--- config.mk ---
export PLATFORM = sky130hd
export DESIGN_NAME = pcm_unpack_hold_resampler
export DESIGN_NICKNAME = d
export VERILOG_FILES = /design/src/pcmuh_pkg.sv /design/src/pcm_unpack_hold_resampler.sv /design/src/pcmuh_useq.sv /design/src/pcmuh_dp.sv
export SDC_FILE = /design/constraint.sdc
export NUM_CORES = 1
export LEC_CHECK = 0
export BUFFER_PORTS_ARGS = -buffer_cell sky130_fd_sc_hd__buf_2
export CAP_MARGIN = 15
export CELL_PAD_IN_SITES_DETAIL_PLACEMENT = 1
export CELL_PAD_IN_SITES_GLOBAL_PLACEMENT = 2
export CORE_MARGIN = 5
export CORE_UTILIZATION = 40
export CTS_CLUSTER_SIZE = 12
export DETAILED_ROUTE_END_ITERATION = 10
export HOLD_SLACK_MARGIN = 0.12
export PLACE_DENSITY_LB_ADDON = 0.1
export SYNTH_ARGS = -nofsm -noshare
export SYNTH_HDL_FRONTEND = slang
export SYNTH_SLANG_ARGS = --single-unit
--- constraint.sdc ---
create_clock -name clk -period 7.35 [get_ports clk]
set_input_delay 0.3675 -clock clk [delete_from_list [all_inputs] [get_ports clk]]
set_output_delay 0.3675 -clock clk [all_outputs]
set_load 0.02 [all_outputs]
--- src/pcmuh_pkg.sv ---
`timescale 1ns / 1ps
// Shared types, constants and the microcode table of the PCM unpack and hold resampler.
// No dependencies; every other file imports this package.
package pcmuh_pkg;

  localparam int unsigned RATIO_FRAC_BITS = 16;
  localparam int unsigned ACC_W = 24;
  localparam int unsigned SAMPLE_W = 24;
  localparam int unsigned RATIO_W = 23;
  localparam int unsigned CFG_DATA_W = 23;
  localparam int unsigned CFG_IDX_W = 2;

  localparam logic [ACC_W-1:0] ACC_INC = (RATIO_FRAC_BITS >= ACC_W - 1) ?
    ACC_W'((1 << (ACC_W - 1)) - 1) : ACC_W'(1 << RATIO_FRAC_BITS);

  localparam logic [CFG_IDX_W-1:0] REG_WIDTH_MODE = 2'd0;
  localparam logic [CFG_IDX_W-1:0] REG_CHANNELS = 2'd1;
  localparam logic [CFG_IDX_W-1:0] REG_RATIO = 2'd2;

  localparam logic [1:0] RST_WIDTH_MODE = 2'd1;
  localparam logic [1:0] RST_CHANNELS = 2'd2;
  localparam logic [RATIO_W-1:0] RST_RATIO = 23'd65536;

  typedef logic [1:0] step_t;

  localparam step_t STEP_TAKE = 2'd0;
  localparam step_t STEP_ADD = 2'd1;
  localparam step_t STEP_TEST = 2'd2;
  localparam step_t STEP_EMIT = 2'd3;

  typedef enum logic [1:0] {
    JC_ALWAYS,
    JC_FRAME,
    JC_ACC_POS,
    JC_EMIT
  } jcond_t;

  typedef struct packed {
    logic   accept;
    logic   acc_add;
    logic   emit;
    jcond_t jc;
    step_t  t_true;
    step_t  t_false;
  } uword_t;

  typedef struct packed {
    logic frame_done;
    logic acc_pos;
    logic slot_free;
    logic burst_end;
  } ustat_t;

  function automatic uword_t ucode(step_t s);
    uword_t w;
    w = '0;
    unique case (s)
      STEP_TAKE: begin
        w.accept = 1'b1;
        w.jc = JC_FRAME;
        w.t_true = STEP_ADD;
        w.t_false = STEP_TAKE;
      end
      STEP_ADD: begin
        w.acc_add = 1'b1;
        w.jc = JC_ALWAYS;
        w.t_true = STEP_TEST;
        w.t_false = STEP_TEST;
      end
      STEP_TEST: begin
        w.jc = JC_ACC_POS;
        w.t_true = STEP_EMIT;
        w.t_false = STEP_TAKE;
      end
      STEP_EMIT: begin
        w.emit = 1'b1;
        w.jc = JC_EMIT;
        w.t_true = STEP_EMIT;
        w.t_false = STEP_TAKE;
      end
      default: w = '0;
    endcase
    return w;
  endfunction

endpackage

--- src/pcm_unpack_hold_resampler.sv ---
`timescale 1ns / 1ps
// Top level of the PCM byte unpacker with zero-order-hold rate converter.
// Depends on pcmuh_pkg, pcmuh_useq and pcmuh_dp.
//
// Raw little-endian PCM bytes enter one per beat on the in_ stream. Samples of 8, 16
// or 24 bits, mono or stereo, are assembled and left-justified to signed Q1.23; 8-bit
// data is offset binary. Each finished frame is held and the phase accumulator gains
// one unit; while the phase is positive the ratio is subtracted and the held frame is
// sent as one beat on the out_ stream, up to MAX_BURST beats per input byte. tlast
// marks the final beat caused by a byte. Bytes that finish no frame cause no beat.
// Steps: a byte that does not end a frame is taken and the sequencer stays in the take
// step. A frame-ending byte runs the microcode steps take, add, test and then emit once
// per result beat; test returns to take with no beat if the phase is not positive.
// The emit step runs at one beat per cycle into the single output register; when the
// receiver stalls, the sequencer waits in that step and no byte is taken.
// Reset (synchronous, rst_n low) restores the register defaults (16-bit stereo,
// ratio 1.0) and clears the partial frame, held frame and phase.
// Configuration writes take effect at once; format writes drop any partial frame.
module pcm_unpack_hold_resampler
  import pcmuh_pkg::*;
#(
  parameter int unsigned MAX_BURST = 64
) (
  input  logic                  clk,
  input  logic                  rst_n,
  input  logic                  cfg_we,
  input  logic [CFG_IDX_W-1:0]  cfg_index,
  input  logic [CFG_DATA_W-1:0] cfg_data,
  input  logic                  in_tvalid,
  output logic                  in_tready,
  input  logic [7:0]            in_tdata,    // [7:0] byte_value
  output logic                  out_tvalid,
  input  logic                  out_tready,
  output logic [47:0]           out_tdata,   // [23:0] left_sample, [47:24] right_sample
  output logic                  out_tlast
);

  uword_t              ctl;
  ustat_t              stat;
  logic [SAMPLE_W-1:0] left;
  logic [SAMPLE_W-1:0] right;

  pcmuh_useq u_useq (
    .clk   (clk),
    .rst_n (rst_n),
    .stat  (stat),
    .ctl   (ctl)
  );

  pcmuh_dp #(
    .MAX_BURST (MAX_BURST)
  ) u_dp (
    .clk        (clk),
    .rst_n      (rst_n),
    .ctl        (ctl),
    .stat       (stat),
    .cfg_we     (cfg_we),
    .cfg_index  (cfg_index),
    .cfg_data   (cfg_data),
    .in_tvalid  (in_tvalid),
    .in_byte    (in_tdata),
    .out_tready (out_tready),
    .out_tvalid (out_tvalid),
    .out_left   (left),
    .out_right  (right),
    .out_tlast  (out_tlast)
  );

  assign in_tready = ctl.accept;
  assign out_tdata = {right, left};

endmodule

--- src/pcmuh_useq.sv ---
`timescale 1ns / 1ps
// Microcode sequencer: step counter, control store lookup and conditional jumps.
// Depends on pcmuh_pkg.
module pcmuh_useq
  import pcmuh_pkg::*;
(
  input  logic   clk,
  input  logic   rst_n,
  input  ustat_t stat,
  output uword_t ctl
);

  step_t step_r;
  step_t step_nxt;

  assign ctl = ucode(step_r);

  always_comb begin
    step_nxt = step_r;
    unique case (ctl.jc)
      JC_ALWAYS:  step_nxt = ctl.t_true;
      JC_FRAME:   step_nxt = stat.frame_done ? ctl.t_true : ctl.t_false;
      JC_ACC_POS: step_nxt = stat.acc_pos ? ctl.t_true : ctl.t_false;
      JC_EMIT: begin
        if (stat.slot_free) begin
          step_nxt = stat.burst_end ? ctl.t_false : ctl.t_true;
        end
      end
      default:    step_nxt = step_r;
    endcase
  end

  always_ff @(posedge clk) begin
    if (!rst_n) begin
      step_r <= STEP_TAKE;
    end else begin
      step_r <= step_nxt;
    end
  end

endmodule

--- src/pcmuh_dp.sv ---
`timescale 1ns / 1ps
// Datapath: configuration registers, byte assembly, held frame, phase accumulator,
// burst counter and output register. Depends on pcmuh_pkg.
module pcmuh_dp
  import pcmuh_pkg::*;
#(
  parameter int unsigned MAX_BURST = 64
) (
  input  logic                  clk,
  input  logic                  rst_n,
  input  uword_t                ctl,
  output ustat_t                stat,
  input  logic                  cfg_we,
  input  logic [CFG_IDX_W-1:0]  cfg_index,
  input  logic [CFG_DATA_W-1:0] cfg_data,
  input  logic                  in_tvalid,
  input  logic [7:0]            in_byte,
  input  logic                  out_tready,
  output logic                  out_tvalid,
  output logic [SAMPLE_W-1:0]   out_left,
  output logic [SAMPLE_W-1:0]   out_right,
  output logic                  out_tlast
);

  localparam int unsigned CNT_W = $clog2(MAX_BURST);

  logic [1:0]          width_mode_r;
  logic [1:0]          channels_r;
  logic [RATIO_W-1:0]  ratio_r;
  logic [23:0]         gather_r;
  logic [2:0]          byte_index_r;
  logic [SAMPLE_W-1:0] pending_left_r;
  logic [SAMPLE_W-1:0] held_left_r;
  logic [SAMPLE_W-1:0] held_right_r;
  logic [ACC_W-1:0]    acc_r;
  logic [CNT_W-1:0]    cnt_r;
  logic                out_valid_r;
  logic [SAMPLE_W-1:0] out_left_r;
  logic [SAMPLE_W-1:0] out_right_r;
  logic                out_last_r;

  logic [1:0]          bps;
  logic                stereo;
  logic [2:0]          frame_len;
  logic [2:0]          idx;
  logic [1:0]          pos;
  logic [23:0]         gather_nxt;
  logic [SAMPLE_W-1:0] sample;
  logic                sample_done;
  logic                accept;
  logic [ACC_W:0]      add_sum;
  logic [ACC_W:0]      sub_sum;
  logic [ACC_W-1:0]    acc_inc_val;
  logic [ACC_W-1:0]    acc_sub_val;
  logic                emit_fire;

  assign bps = width_mode_r[1] ? 2'd3 : (width_mode_r + 2'd1);
  assign stereo = channels_r[1];
  assign frame_len = stereo ? {bps, 1'b0} : {1'b0, bps};
  assign idx = (byte_index_r >= frame_len) ? 3'd0 : byte_index_r;
  assign pos = (idx >= {1'b0, bps}) ? 2'(idx - {1'b0, bps}) : idx[1:0];

  always_comb begin
    case (pos)
      2'd0:    gather_nxt = {16'd0, in_byte};
      2'd1:    gather_nxt = {gather_r[23:16], in_byte, gather_r[7:0]};
      default: gather_nxt = {in_byte, gather_r[15:0]};
    endcase
  end

  always_comb begin
    case (bps)
      2'd1:    sample = {~gather_nxt[7], gather_nxt[6:0], 16'd0};
      2'd2:    sample = {gather_nxt[15:0], 8'd0};
      default: sample = gather_nxt;
    endcase
  end

  assign accept = ctl.accept && in_tvalid;
  assign sample_done = ({1'b0, pos} + 3'd1) == {1'b0, bps};

  assign add_sum = {acc_r[ACC_W-1], acc_r} + {1'b0, ACC_INC};
  assign sub_sum = {acc_r[ACC_W-1], acc_r} - {{(ACC_W+1-RATIO_W){1'b0}}, ratio_r};
  assign acc_inc_val = (add_sum[ACC_W] != add_sum[ACC_W-1]) ?
    {add_sum[ACC_W], {(ACC_W-1){~add_sum[ACC_W]}}} : add_sum[ACC_W-1:0];
  assign acc_sub_val = (sub_sum[ACC_W] != sub_sum[ACC_W-1]) ?
    {sub_sum[ACC_W], {(ACC_W-1){~sub_sum[ACC_W]}}} : sub_sum[ACC_W-1:0];

  assign stat.frame_done = accept && sample_done && ((idx + 3'd1) == frame_len);
  assign stat.acc_pos = !acc_r[ACC_W-1] && (acc_r != '0);
  assign stat.slot_free = !out_valid_r || out_tready;
  assign stat.burst_end = acc_sub_val[ACC_W-1] || (acc_sub_val == '0) ||
                          (cnt_r == CNT_W'(MAX_BURST - 1));

  assign emit_fire = ctl.emit && stat.slot_free;

  always_ff @(posedge clk) begin
    if (!rst_n) begin
      width_mode_r <= RST_WIDTH_MODE;
      channels_r <= RST_CHANNELS;
      ratio_r <= RST_RATIO;
      gather_r <= '0;
      byte_index_r <= '0;
      pending_left_r <= '0;
      held_left_r <= '0;
      held_right_r <= '0;
      acc_r <= '0;
      cnt_r <= '0;
      out_valid_r <= 1'b0;
    end else begin
      if (cfg_we) begin
        case (cfg_index)
          REG_WIDTH_MODE: begin
            width_mode_r <= cfg_data[1:0];
            gather_r <= '0;
            byte_index_r <= '0;
          end
          REG_CHANNELS: begin
            channels_r <= cfg_data[1:0];
            gather_r <= '0;
            byte_index_r <= '0;
          end
          REG_RATIO: ratio_r <= cfg_data[RATIO_W-1:0];
          default: ;
        endcase
      end else if (accept) begin
        gather_r <= gather_nxt;
        if (!sample_done) begin
          byte_index_r <= idx + 3'd1;
        end else if (!stat.frame_done) begin
          pending_left_r <= sample;
          byte_index_r <= idx + 3'd1;
        end else begin
          byte_index_r <= '0;
          held_left_r <= stereo ? pending_left_r : sample;
          held_right_r <= sample;
        end
      end
      if (ctl.acc_add) begin
        acc_r <= acc_inc_val;
        cnt_r <= '0;
      end else if (emit_fire) begin
        acc_r <= acc_sub_val;
        cnt_r <= cnt_r + CNT_W'(1);
      end
      if (emit_fire) begin
        out_valid_r <= 1'b1;
      end else if (out_tready) begin
        out_valid_r <= 1'b0;
      end
    end
  end

  always_ff @(posedge clk) begin
    if (emit_fire) begin
      out_left_r <= held_left_r;
      out_right_r <= held_right_r;
      out_last_r <= stat.burst_end;
    end
  end

  assign out_tvalid = out_valid_r;
  assign out_left = out_left_r;
  assign out_right = out_right_r;
  assign out_tlast = out_last_r;

  a_more_after_nonlast: assert property (@(posedge clk) disable iff (!rst_n)
    emit_fire && !stat.burst_end |=> stat.acc_pos)
    else $error("phase not positive after a non-final beat");

  a_count_cleared: assert property (@(posedge clk) disable iff (!rst_n)
    ctl.acc_add |=> cnt_r == '0)
    else $error("burst counter not cleared at frame start");

  a_format_discard: assert property (@(posedge clk) disable iff (!rst_n)
    cfg_we && (cfg_index == REG_WIDTH_MODE || cfg_index == REG_CHANNELS)
    |=> byte_index_r == '0)
    else $error("partial frame kept across format change");

endmodule
**Yosys cells after proc, flatten, opt, wreduce, memory -nomap -nowiden**

Cells that the tools add are included.

- $add $sub $neg: 7
- $lt $le $gt $ge: 2
- Eq/ne operators: 18
- Muxes and demuxes: 30
- Bitwise gates (word level): 6
- Reductions and logical operators: 27

Operators with widths:

| cell | number |
|---|---|
| two-way mux 24 bit | 8 |
| case mux 24 bit (2 select lines) | 2 |
| adder 24 x 18 -> 25 bit (second input constant) | 1 |
| subtractor 24 x 24 -> 25 bit | 1 |
| zero test 24 bit | 1 |
| case mux 6 bit (4 select lines) | 1 |
| nonzero test 24 bit | 1 |
| two-way mux 3 bit | 7 |
| == test 2 bit (second input constant) | 6 |
| two-way mux 2 bit | 6 |
| == test 2 x 1 -> 1 bit (second input constant) | 5 |
| zero test 2 bit | 4 |
| case mux 2 bit (4 select lines) | 1 |
| AND reduction 2 bit | 4 |
| AND reduction 4 bit | 2 |
| adder 6 x 1 -> 6 bit (second input constant) | 1 |
| == test 6 bit (second input constant) | 1 |
| inverter 1 bit | 6 |
| nonzero test 2 bit | 3 |
| logical AND 1 bit | 5 |
| two-way mux 1 bit | 5 |
| OR reduction 2 bit | 2 |
| adder 2 x 1 -> 3 bit (second input constant) | 1 |
| adder 3 x 1 -> 3 bit (second input constant) | 1 |
| 11 further kinds | 15 |

- Register bits: 208
- Bits of input ports: 38
- Output and inout bits: 51
- Logic and storage cells: 105

**Depth between registers and ports, before layout**

Gate-level depths: netlist (run 1).

- Word-level depth: 15
- Depth in mapped cells: 26
- Mapped depth without buffers: 23

**Cells and area by module**

A second synthesis (run 1) with hierarchy kept.

- Cells, all modules: 1,194
- Area total of the unflattened synthesis: 10,671.5 µm²

By module, submodules not included:

| module | instances | cells each | area an instance (µm²) | seq. area each (µm²) |
|---|---|---|---|---|
| pcmuh_dp | 1 | 1,161 | 10,412.5 | 4,594.4 |
| pcmuh_useq | 1 | 33 | 259.0 | 40.0 |

**Worst setup path before layout (run 1)**

No wires, ideal clock.

- Path type: register -> register
- Start point: register u_dp.channels_r[1]
- End point: register u_dp.pending_left_r[18]
- Setup time: 126 ps
- Arrival time: 4,700 ps
- Required time: 7,224 ps
- Path slack: 2,523 ps
- Cell stages (with the launch flop): 23
- Path buffers: 5
- Period minus slack after synthesis: 4,827 ps
- Cell sequence: dfxtp_1 > clkbuf_1 > clkbuf_1 > buf_1 > nor2_1 > ha_1 > nand2b_1 > a21oi_1 > o211a_1 > ha_1 > or3_1 > a21oi_1 > or2_2 > inv_1 > ha_1 > nand3b_1 > a211oi_1 > a41oi_1 > or3b_1 > buf_2 > buf_2 > nand3_1 > o21ai_0

- Longest elaborated chain between the ends: 11
- Elaborated cells on any way between the ends: 18
- Those cells by class: 3 x add/sub; 2 x order compare; 3 x eq/ne; 5 x mux; 1 x bitwise; 4 x reduce/logical

RTL lines:

| item | line | source |
|---|---|---|
| start, declared | pcmuh_dp.sv:28 | `logic [1:0] channels_r;` |
| start signal, assigned | pcmuh_dp.sv:119 | `channels_r <= cfg_data[1:0];` |
| two-way mux 3 bit (*) | pcmuh_dp.sv:59 | `assign frame_len = stereo ? {bps, 1'b0} : {1'b0, bps};` |
| >= comparator 3 bit | pcmuh_dp.sv:60 | `assign idx = (byte_index_r >= frame_len) ? 3'd0 : byte_index_r;` |
| two-way mux 3 bit | pcmuh_dp.sv:60 |  |
| >= comparator 3 x 2 -> 1 bit or subtractor 2 bit (tied branches) | pcmuh_dp.sv:61 | `assign pos = (idx >= {1'b0, bps}) ? 2'(idx - {1'b0, bps}) : idx[1:0];` |
| two-way mux 2 bit | pcmuh_dp.sv:61 |  |
| adder 2 x 1 -> 3 bit | pcmuh_dp.sv:80 | `assign sample_done = ({1'b0, pos} + 3'd1) == {1'b0, bps};` |
| == test 3 x 2 -> 1 bit | pcmuh_dp.sv:80 |  |
| logical AND 1 bit (2 in series) | pcmuh_dp.sv:89 | `assign stat.frame_done = accept && sample_done && ((idx + 3'd1) == frame_len);` |
| inverter 1 bit (no line) | -- |  |
| AND reduction 4 bit (no line) | -- |  |
| end signal, assigned | pcmuh_dp.sv:131 | `pending_left_r <= sample;` |
| end, declared | pcmuh_dp.sv:32 | `logic [SAMPLE_W-1:0] pending_left_r;` |

Every way passes the cells marked *; elsewhere a longest branch is shown, timed or not.
A chain may end at the register's enable or synchronous reset.

**Worst setup path in the final report (run 1)**

- Start point: register u_dp.width_mode_r[0]
- End point: register u_dp.held_left_r[20]

- Longest elaborated chain between the ends: 12
- Elaborated cells on any way between the ends: 22
- Those cells by class: 4 x add/sub; 2 x order compare; 5 x eq/ne; 7 x mux; 4 x reduce/logical

RTL lines:

| item | line | source |
|---|---|---|
| start, declared | pcmuh_dp.sv:27 | `logic [1:0] width_mode_r;` |
| start signal, assigned | pcmuh_dp.sv:114 | `width_mode_r <= cfg_data[1:0];` |
| adder 2 x 1 -> 2 bit (*) | pcmuh_dp.sv:57 | `assign bps = width_mode_r[1] ? 2'd3 : (width_mode_r + 2'd1);` |
| two-way mux 2 bit (*) | pcmuh_dp.sv:57 |  |
| two-way mux 3 bit | pcmuh_dp.sv:59 |  |
| >= comparator 3 bit | pcmuh_dp.sv:60 |  |
| two-way mux 3 bit | pcmuh_dp.sv:60 |  |
| >= comparator 3 x 2 -> 1 bit or subtractor 2 bit (tied branches) | pcmuh_dp.sv:61 |  |
| two-way mux 2 bit | pcmuh_dp.sv:61 |  |
| adder 2 x 1 -> 3 bit | pcmuh_dp.sv:80 |  |
| == test 3 x 2 -> 1 bit | pcmuh_dp.sv:80 |  |
| logical AND 1 bit (2 in series) | pcmuh_dp.sv:89 |  |
| AND reduction 4 bit (no line) | -- |  |
| end signal, assigned | pcmuh_dp.sv:135 | `held_left_r <= stereo ? pending_left_r : sample;` |
| end, declared | pcmuh_dp.sv:33 | `logic [SAMPLE_W-1:0] held_left_r;` |

Marks and branches as above.

==> flow_summary.ini, run 1 <==
[power_and_ir_drop]
combPwrFrac_pct = 10.9
pwr-share-seq_pct = 45.1
p_int_mw = 1.94
switchingPower_mw = 0.665
swShare_pct = 25.5
p_clk_share_pct = 44.0
power.leakage_nw = 4.61
ir_drop_uv = 159
power_density_nw_per_um2 = 218

[sta]
hold_viol_final = 0
holdWs_ns = 0.154
finalMaxSlewViolations = 0
max_clock_freq_ghz = 0.183
tightestPinTransition_ns = 1.07
fin_crit_sh_pct = 74.3
rsz0062_at_grt = no
finalSetupViolCount = 0
tns_ns = 0
fin_crit_ns = 5.46
slew_headroom_pct = 28.5
skew_ns = 0.0231

[floorplanning]
num_io_pins = 89
die_h_um = 171
die_area_um2 = 29300
core.rowCount = 59
die_w_um = 171
start_util_pct = 40.2
core_um2 = 25800

[flow_run]
cap_violations = 0

[cells_and_area]
final_cell_mix = nand2_1 (188), dfxtp_1 (158), nor2_1 (110)
fin_util_pct = 46.4
multi_input_area_um2 = 5260
layout-drive-gt1-share_pct = 12.2
final_cell_area_um2 = 12000
seqCellArea_um2 = 4630
fillers = 3087
fin_nets = 1353
mostFrequentLayoutCell = nand2_1
area_growth_pct = 15.4
antenna_cells = 0

[setup_path]
start_kind = flip-flop
crit_type = reg -> reg
crit_fanout = 25
max_stage_delay_ns = 0.81
crit_slowest_cell = dfxtp_1
critPathBufInv = 1
crit_arrival_ns = 5.83
cp_cell_sequence = nor2b_1, nor2_1, ha_1, nand2b_1, a21oi_1, o211ai_1, ha_1, a21oi_1, or2_2, inv_1, ha_1, nand2b_1, a22o_1, o21ai_0, a21oi_1, mux2_2, mux2i_1, nor2_1
cp_top_family = adder cells
worst_setup_path_end_kind = flip-flop
required_ns = 7.72

[yosys]
synth-async-reset-ratio_pct = 0
synth_area_um2 = 10400
ys.flop_type = dfxtp_1
synthDistinctLibCells = 75
avgSynthCellArea_um2 = 8.60
synth_seq_cells = 207
synth_edf_count = 49
synth_cells = 1208
yosysSeqAreaShare_pct = 44.6
syn_nets = 1285
yosys_warnings = 0

[drt]
dr_total_vias = 8934
first_pass_iters = 5
wirelength_um = 30900
wire_per_inst_um = 19.0
drt_iter0_drc = 591
drcViolationCount = 0
drtAntennaViolNets = 0
via_per_inst = 5.48

[clock_tree]
clockBufferDepth = 3
cts_tree = built
hold_buffers = 23
cts_buffers = 24
clkSlewWorstSetupHoldPaths_ns = 0.06
cts_htree_levels = 1
ctsResizeCount = 0
cts_root_buf = clkbuf_16
clock_sinks = 207
cts_setup_buffers = 0
worstSkewPairLatency_ns = 0.53

[placement]
postPlaceCellArea_um2 = 11000
dp_hpwl_um = 21900
numPortBuffers = 88
gp_congestion = 0.856

[grt]
track_usage_pct = 20.9
grt-ovfl-total = 0
grt_pass1_vias = 8936
grt_pass1_wl_um = 49500
grt_max_degree = 66
grt_antenna_before_repair = 0

[hold_path]
hold_path_class = in -> reg

[outcome]
status = finished clean
[through the flow]
stage / setup WS [ns] / total power [mW] / cells
4_1_cts: 1.89 / 2.64 / 1629
6_report: 1.89 / 2.61 / 1629
3_3_place_gp: 2.08 / 1.47 / 1562
2_1_floorplan: 2.52 / 1.39 / 1208
5_1_grt: 1.38 / 2.72 / 1629
3_5_place_dp: 1.92 / 1.47 / 1562
[cell type report]
cell class	instances	share of cell area (%)
multi-input combinational	876	43.9
inverter	47	1.47
sequential	207	38.7
clock inverter	10	0.950
clock buffer	34	5.32
timing repair buffer	120	6.18
tap	335	3.50
[logic make-up after synthesis]
| logic type | after synthesis | share of synthesized area, % |
|---|---|---|
| simple gates | 455 | 20.2 |
| fa+ha+maj | 39 | 4.77 |
| flops | 207 | 44.6 |
| mux | 48 | 4.72 |
| xor+xnor | 23 | 1.94 |
| buf+inv | 125 | 4.81 |
| compound gates | 311 | 19.0 |
[power by group through the flow]
stage / Combinational [mW] / Clock [mW] / Sequential [mW]
floorplan: 0.193 / 0 / 1.20
global placement: 0.271 / 0 / 1.20
detailed placement: 0.273 / 0 / 1.20
CTS: 0.284 / 1.18 / 1.18
global route: 0.317 / 1.23 / 1.18
finish: 0.284 / 1.15 / 1.18
[Yosys cell counts, types with 8 or more instances]
library cell	n	area (µm²)
a211oi_1	24	180
a21o_1	9	67.6
a21oi_1	107	536
a22o_1	9	78.8
a22oi_1	19	143
a31oi_1	8	50.1
and3_1	15	93.8
buf_2	15	75.1
clkbuf_1	58	218
dfxtp_1	158	3160
edfxtp_1	49	1470
ha_1	38	475
inv_1	43	161
mux2_2	8	90.1
mux2i_1	40	400
nand2_1	188	706
nand2b_1	27	169
nand3_1	48	240
nand4_1	13	81.3
nor2_1	111	417
nor3b_1	10	75.1
o2111ai_1	10	87.6
o21a_1	11	82.6
o21ai_0	68	340
o21ai_1	11	55.1
xnor2_1	8	70.1
xor2_1	15	131
[worst paths after layout]
kind	slack, ns	start	end	cells after the start
worst max register to register	1.89	u_dp.width_mode_r[0]	u_dp.held_left_r[20]	18
worst max-delay path	1.89	u_dp.width_mode_r[0]	u_dp.held_left_r[20]	18
worst min-delay path	0.15	cfg_index[0]	u_dp.channels_r[1]	3
worst min register to register	0.43	u_dp.held_right_r[15]	u_dp.out_right[15]	0
[layer usage]
metal  wire length, µm  global-route usage [%]  vias to the layer above
met3              1180                    2.63                       32
met2             12900                    30.8                      159
met4               505                    3.89                        0
met1             16300                    32.9                     4339
li1                  -                       -                     4404
met5                 0                       0                        -
[state kept, by name, indices dropped and copies added (netlist names), 2 cells and up]
signal,flops
u_dp.out_right,24
u_dp.gather_r,24
u_dp.held_left_r,24
u_dp.width_mode_r,2
u_dp.out_left,24
u_dp.ratio_r,23
u_useq.step_r,2
u_dp.cnt_r,6
u_dp.pending_left_r,24
u_dp.byte_index_r,3
u_dp.acc_r,24
u_dp.held_right_r,24
[worst register-to-register path, cell delays in order, from the launching register on]
cell and delay [ns]:
dfxtp_1 0.81, nor2b_1 0.25, nor2_1 0.06, ha_1 0.27
nand2b_1 0.14, a21oi_1 0.27, o211ai_1 0.26, ha_1 0.40
a21oi_1 0.08, or2_2 0.36, inv_1 0.07, ha_1 0.75
nand2b_1 0.41, a22o_1 0.34, o21ai_0 0.21, a21oi_1 0.12
mux2_2 0.31, mux2i_1 0.13, nor2_1 0.06
Note: power is estimated with default switching activity, not from simulation.
==> inputs of run 2 (changes only) <==
--- a/config.mk
+++ b/config.mk
@@ -5,12 +5,13 @@
 export SDC_FILE = /design/constraint.sdc
 export NUM_CORES = 1
 export LEC_CHECK = 0
+export ABC_AREA = 1
 export BUFFER_PORTS_ARGS = -buffer_cell sky130_fd_sc_hd__buf_2
 export CAP_MARGIN = 15
 export CELL_PAD_IN_SITES_DETAIL_PLACEMENT = 1
 export CELL_PAD_IN_SITES_GLOBAL_PLACEMENT = 2
 export CORE_MARGIN = 5
-export CORE_UTILIZATION = 40
+export CORE_UTILIZATION = 31
 export CTS_CLUSTER_SIZE = 12
 export DETAILED_ROUTE_END_ITERATION = 10
 export HOLD_SLACK_MARGIN = 0.12
==> constraint.sdc (replaced) <==
create_clock -name clk -period 4.5 [get_ports clk]
set_input_delay 0.225 -clock clk [delete_from_list [all_inputs] [get_ports clk]]
set_output_delay 0.225 -clock clk [all_outputs]
set_load 0.02 [all_outputs]
==> flow_summary.ini, run 2 <==
[sta]
finalSetupViolCount = 0
tightestPinTransition_ns = 0.856
skew_ns = 0.0158
worst_slack_ns = 0.263
fin_crit_sh_pct = 94.1
rsz0062_at_grt = yes
hold_viol_final = 0
max_clock_freq_ghz = 0.236
fin_crit_ns = 4.24
finalMaxSlewViolations = 0
slew_headroom_pct = 42.9

[drt]
first_pass_iters = 4
drcViolationCount = 0
drtAntennaViolNets = 0
wire_per_inst_um = 18.1
drt_iter0_drc = 413
wirelength_um = 36400
dr_total_vias = 9693
via_per_inst = 4.82

[cells_and_area]
layout-drive-gt1-share_pct = 14.7
mostFrequentLayoutCell = nand2_1
final_cell_mix = nand2_1 (399), dfxtp_1 (157), inv_1 (152)
fillers = 4120
fin_nets = 1620
seqCellArea_um2 = 4640
final_cell_area_um2 = 12700
antenna_cells = 0
instances_no_fill = 2010
multi_input_area_um2 = 4950
area_growth_pct = 22.5
fin_util_pct = 38.2

[placement]
postPlaceCellArea_um2 = 11500
dp_hpwl_um = 26200
numPortBuffers = 88
place_ws_ns = -0.0215
dp.cells = 1928
gp_congestion = 0.824

[clock_tree]
cts_buffers = 25
clkSlewWorstSetupHoldPaths_ns = 0.06
cts_root_buf = clkbuf_16
clockBufferDepth = 3
cts_tree = built
worstSkewPairLatency_ns = 0.53
cts_htree_levels = 1
clock_sinks = 207

[setup_path]
critPathBufInv = 5
crit_fanout = 23
crit_top_cell = nor2_4
crit_arrival_ns = 4.67
crit_type = reg -> reg
max_stage_delay_ns = 0.39
cp_top_family = simple AND/OR/NAND/NOR gates
worst_setup_path_end_kind = flip-flop
ff2ff_path_depth = 26
crit_slowest_cell = dfxtp_2
cp.depth = 26
start_kind = flip-flop
required_ns = 4.94

[yosys]
syn_nets = 1477
synthDistinctLibCells = 47
synth_area_um2 = 10400
yosys-top-cells-count = nand2_1 (400), dfxtp_1 (158), a21oi_1 (154)
synth_area_leaders = dfxtp_1 (31%), nand2_1 (14%), edfxtp_1 (14%), a21oi_1 (7.4%), inv_1 (5.5%)
synth_top_cell_area_share_pct = 30.5
yosys_warnings = 0
synth_seq_cells = 207
yosysSeqAreaShare_pct = 44.7
synth_cells = 1400
avgSynthCellArea_um2 = 7.41
synth_edf_count = 49
ys.flop_type = dfxtp_1
synth_most_common_cell = nand2_1
synth-async-reset-ratio_pct = 0
netlist.top_cell.by_area = dfxtp_1

[floorplanning]
core.rowCount = 67
start_util_pct = 31.2
core_um2 = 33300
die_h_um = 193
num_io_pins = 89
die_w_um = 193
die_area_um2 = 37200

[hold_path]
hold_path_depth = 5
hold_path_class = in -> reg

[grt]
grt_antenna_before_repair = 0
grt-ovfl-total = 0
track_usage_pct = 19.2
grt_pass1_wl_um = 56200
grt_max_degree = 74
grt_pass1_vias = 10157

[flow_run]
cap_violations = 0

[power_and_ir_drop]
power_density_nw_per_um2 = 350
total_power_mw = 4.44
power.leakage_nw = 5.42
ir_drop_uv = 237

[outcome]
status = finished clean
==> run 2: cell types whose count changed after synthesis, sizes merged, moves of 16 or more <==
cell,previous run,this run
a211oi,25,1
a21oi,107,155
and3,16,0
clkbuf,58,36
inv,45,158
mux2i,40,0
nand2,188,404
nand2b,27,0
or2,3,22
==> run 2: cell families after synthesis <==
group	Yosys count	share of synthesized area (%)
buffers and inverters	215	8.30
flip-flops	207	44.7
AO/OA/AOI/OAI	313	16.6
AND/OR/NAND/NOR	616	24.8
XOR/XNOR	10	0.845
adder cells (fa/ha/maj)	39	4.78
==> run 2: where the power goes <==
group	switching (mW)	internal (mW)
Clock	0.816	1.08
Sequential	0.00989	1.92
Combinational	0.412	0.206
==> run 2: worst paths after layout <==
check                   startpoint                      end  slack [ns]
max reg2reg   u_dp.width_mode_r[1]  u_dp.pending_left_r[16]        0.26
min reg2reg  u_dp.held_right_r[16]       u_dp.out_right[16]        0.42
max           u_dp.width_mode_r[1]  u_dp.pending_left_r[16]        0.26
min                    in_tdata[2]         u_dp.gather_r[2]        0.14
==> run 2: metrics by stage <==
step	hold WS [ns]	setup TNS [ns]
after floorplan	0.355	0
after CTS	0.128	0
after detailed placement	0.412	-0.0215
final	0.143	0
after global placement	0.410	0
after global routing	0.167	-0.0160
==> run 2: timing repair <==
action / 4_1_cts / 5_1_grt
gates resized for setup: 1 / 27
endpoints found under the setup margin: 13 / 75
hold endpoints to repair: 36 / 0
pin swaps: 0 / 1
hold buffers: 33 / 0
gates cloned: 0 / 2
setup buffers: 0 / 1
==> run 2: worst min-delay path: cells and delay by family <==
family | cells | cell delay (ns)
AOI/OAI and AO/OA | 1 | 0.06
and+or+nand+nor | 3 | 0.21
buffers and inverters | 1 | 0.13
==> run 2: final cells by class <==
cell class / instances / area share [%]
repair inverters: 2 / 0.158
clock inverters: 16 / 0.926
well taps: 448 / 4.41
flip-flops and latches: 207 / 36.5
repair buffers: 168 / 9.07
multi-input cells: 978 / 39.0
clock buffers: 30 / 5.07
inverters: 161 / 4.86
==> run 2: routing by layer <==
| metal | part of all wire, % | vias up | GRT usage [%] |
|---|---|---|---|
| li1 | - | 4900 | - |
| met1 | 44 | 4635 | 23.6 |
| met2 | 51 | 106 | 35.3 |
| met3 | 2.2 | 52 | 1.90 |
| met4 | 2.8 | 0 | 5.49 |
| met5 | 0 | - | 0 |
==> inputs of run 3 (changes only) <==
--- a/config.mk
+++ b/config.mk
@@ -15,7 +15,7 @@
 export CTS_CLUSTER_SIZE = 12
 export DETAILED_ROUTE_END_ITERATION = 10
 export HOLD_SLACK_MARGIN = 0.12
-export PLACE_DENSITY_LB_ADDON = 0.1
+export PLACE_DENSITY_LB_ADDON = 0.15
 export SYNTH_ARGS = -nofsm -noshare
 export SYNTH_HDL_FRONTEND = slang
 export SYNTH_SLANG_ARGS = --single-unit
==> flow_summary.ini, run 3 (synthesis results as in run 2) <==
[outcome]
status = finished clean

[floorplanning]
core.rowCount = 67
die_w_um = 193
core_um2 = 33300
die_h_um = 193
start_util_pct = 31.2
num_io_pins = 89
die_area_um2 = 37200

[drt]
dr_total_vias = 9792
wirelength_um = 36300
wire_per_inst_um = 18.0
drcViolationCount = 0
via_per_inst = 4.85
first_pass_iters = 4
drtAntennaViolNets = 0
drt_iter0_drc = 356

[placement]
postPlaceCellArea_um2 = 11500
numPortBuffers = 88
dp.cells = 1929
gp_congestion = 0.824
dp_hpwl_um = 26200

[setup_path]
crit_type = reg -> reg
crit_arrival_ns = 4.66
max_stage_delay_ns = 0.34
start_kind = flip-flop
crit_slowest_cell = dfxtp_1
crit_fanout = 15
worst_setup_path_end_kind = flip-flop
required_ns = 4.96

[power_and_ir_drop]
power_density_nw_per_um2 = 360
power.leakage_nw = 5.47
ir_drop_uv = 266

[cells_and_area]
fillers = 4137
seqCellArea_um2 = 4640
area_growth_pct = 23.1
fin_util_pct = 38.4
final_cell_area_um2 = 12800
mostFrequentLayoutCell = nand2_1
instances_no_fill = 2018
final_cell_mix = nand2_1 (400), dfxtp_1 (157), a21oi_1 (151)
fin_nets = 1627
antenna_cells = 0
multi_input_area_um2 = 4910
layout-drive-gt1-share_pct = 14.5

[grt]
grt_pass1_wl_um = 56500
track_usage_pct = 19.2
grt_max_degree = 74
grt_pass1_vias = 10210
grt-ovfl-total = 0
grt_antenna_before_repair = 0

[sta]
fin_crit_sh_pct = 93.4
fin_crit_ns = 4.20
skew_ns = 0.0167
hold_viol_final = 0
max_clock_freq_ghz = 0.238
finalMaxSlewViolations = 0
slew_headroom_pct = 40.0
finalSetupViolCount = 0
rsz0062_at_grt = yes
tightestPinTransition_ns = 0.898

[clock_tree]
clockBufferDepth = 3
cts_tree = built
cts_root_buf = clkbuf_16
clock_sinks = 207
cts_htree_levels = 1
cts_buffers = 26
clkSlewWorstSetupHoldPaths_ns = 0.06
worstSkewPairLatency_ns = 0.54

[hold_path]
hold_path_class = in -> reg

[flow_run]
cap_violations = 0
-- run 3: power breakdown --
group	total, mW	switching, mW	leakage (nW)	internal, mW
clock network	2.05	0.833	0.418	1.22
logic	0.622	0.413	3.35	0.209
registers	1.93	0.00953	1.71	1.92
total	4.60	1.26	5.47	3.34
-- run 3: timing repair --
item / in CTS / in global routing
buffers inserted: 0 / 2
hold buffers: 37 / 0
resized for setup: 0 / 18
endpoints found under the setup margin: 0 / 72
endpoints found under the hold margin: 38 / 0
-- run 3: area by class of cell --
cell class,instances,area share [%]
Clock buffer,34,5.49
Tap cell,448,4.39
Timing Repair Buffer,174,9.26
Clock inverter,14,1.11
Inverter,161,4.83
Timing Repair inverter,2,0.137
Multi-Input combinational cell,978,38.5
Sequential cell,207,36.3
-- run 3: worst max-delay path, delay by kind of cell (launching register included) --
family          cells  cell delay, ns
simple gates       14            1.94
compound gates      3            0.37
buf+inv             4            0.47
xor+xnor            1            0.16
fa+ha+maj           3            0.88
flops               1            0.34
-- run 3: routing by layer --
metal | wire length (µm) | global-route usage [%] | share of wire (%) | vias up
met2 | 18800 | 36.2 | 52 | 115
met3 | 1040 | 1.85 | 2.9 | 44
met4 | 697 | 4.03 | 1.9 | 0
li1 | - | - | - | 4917
met5 | 0 | 0 | 0 | -
met1 | 15700 | 23.6 | 43 | 4716
-- run 3: final timing paths --
path                              start                      end  slack (ns)  cells after the start
hold / removal                    rst_n           u_dp.acc_r[23]        0.34                      3
setup / recovery   u_dp.width_mode_r[0]  u_dp.pending_left_r[16]        0.30                     25
hold reg to reg   u_dp.held_right_r[18]       u_dp.out_right[18]        0.43                      0
setup reg to reg   u_dp.width_mode_r[0]  u_dp.pending_left_r[16]        0.30                     25
-- run 3: metrics by stage --
step / setup slack (ns) / hold slack (ns) / power [mW] / setup TNS [ns]
2_1_floorplan: 0.318 / 0.355 / 2.32 / 0
3_5_place_dp: 0.0539 / 0.412 / 2.56 / 0
6_report: 0.298 / 0.344 / 4.60 / 0
4_1_cts: 0.0241 / 0.353 / 4.66 / 0
5_1_grt: -0.0317 / 0.390 / 4.81 / -0.212
3_3_place_gp: 0.212 / 0.414 / 2.56 / 0
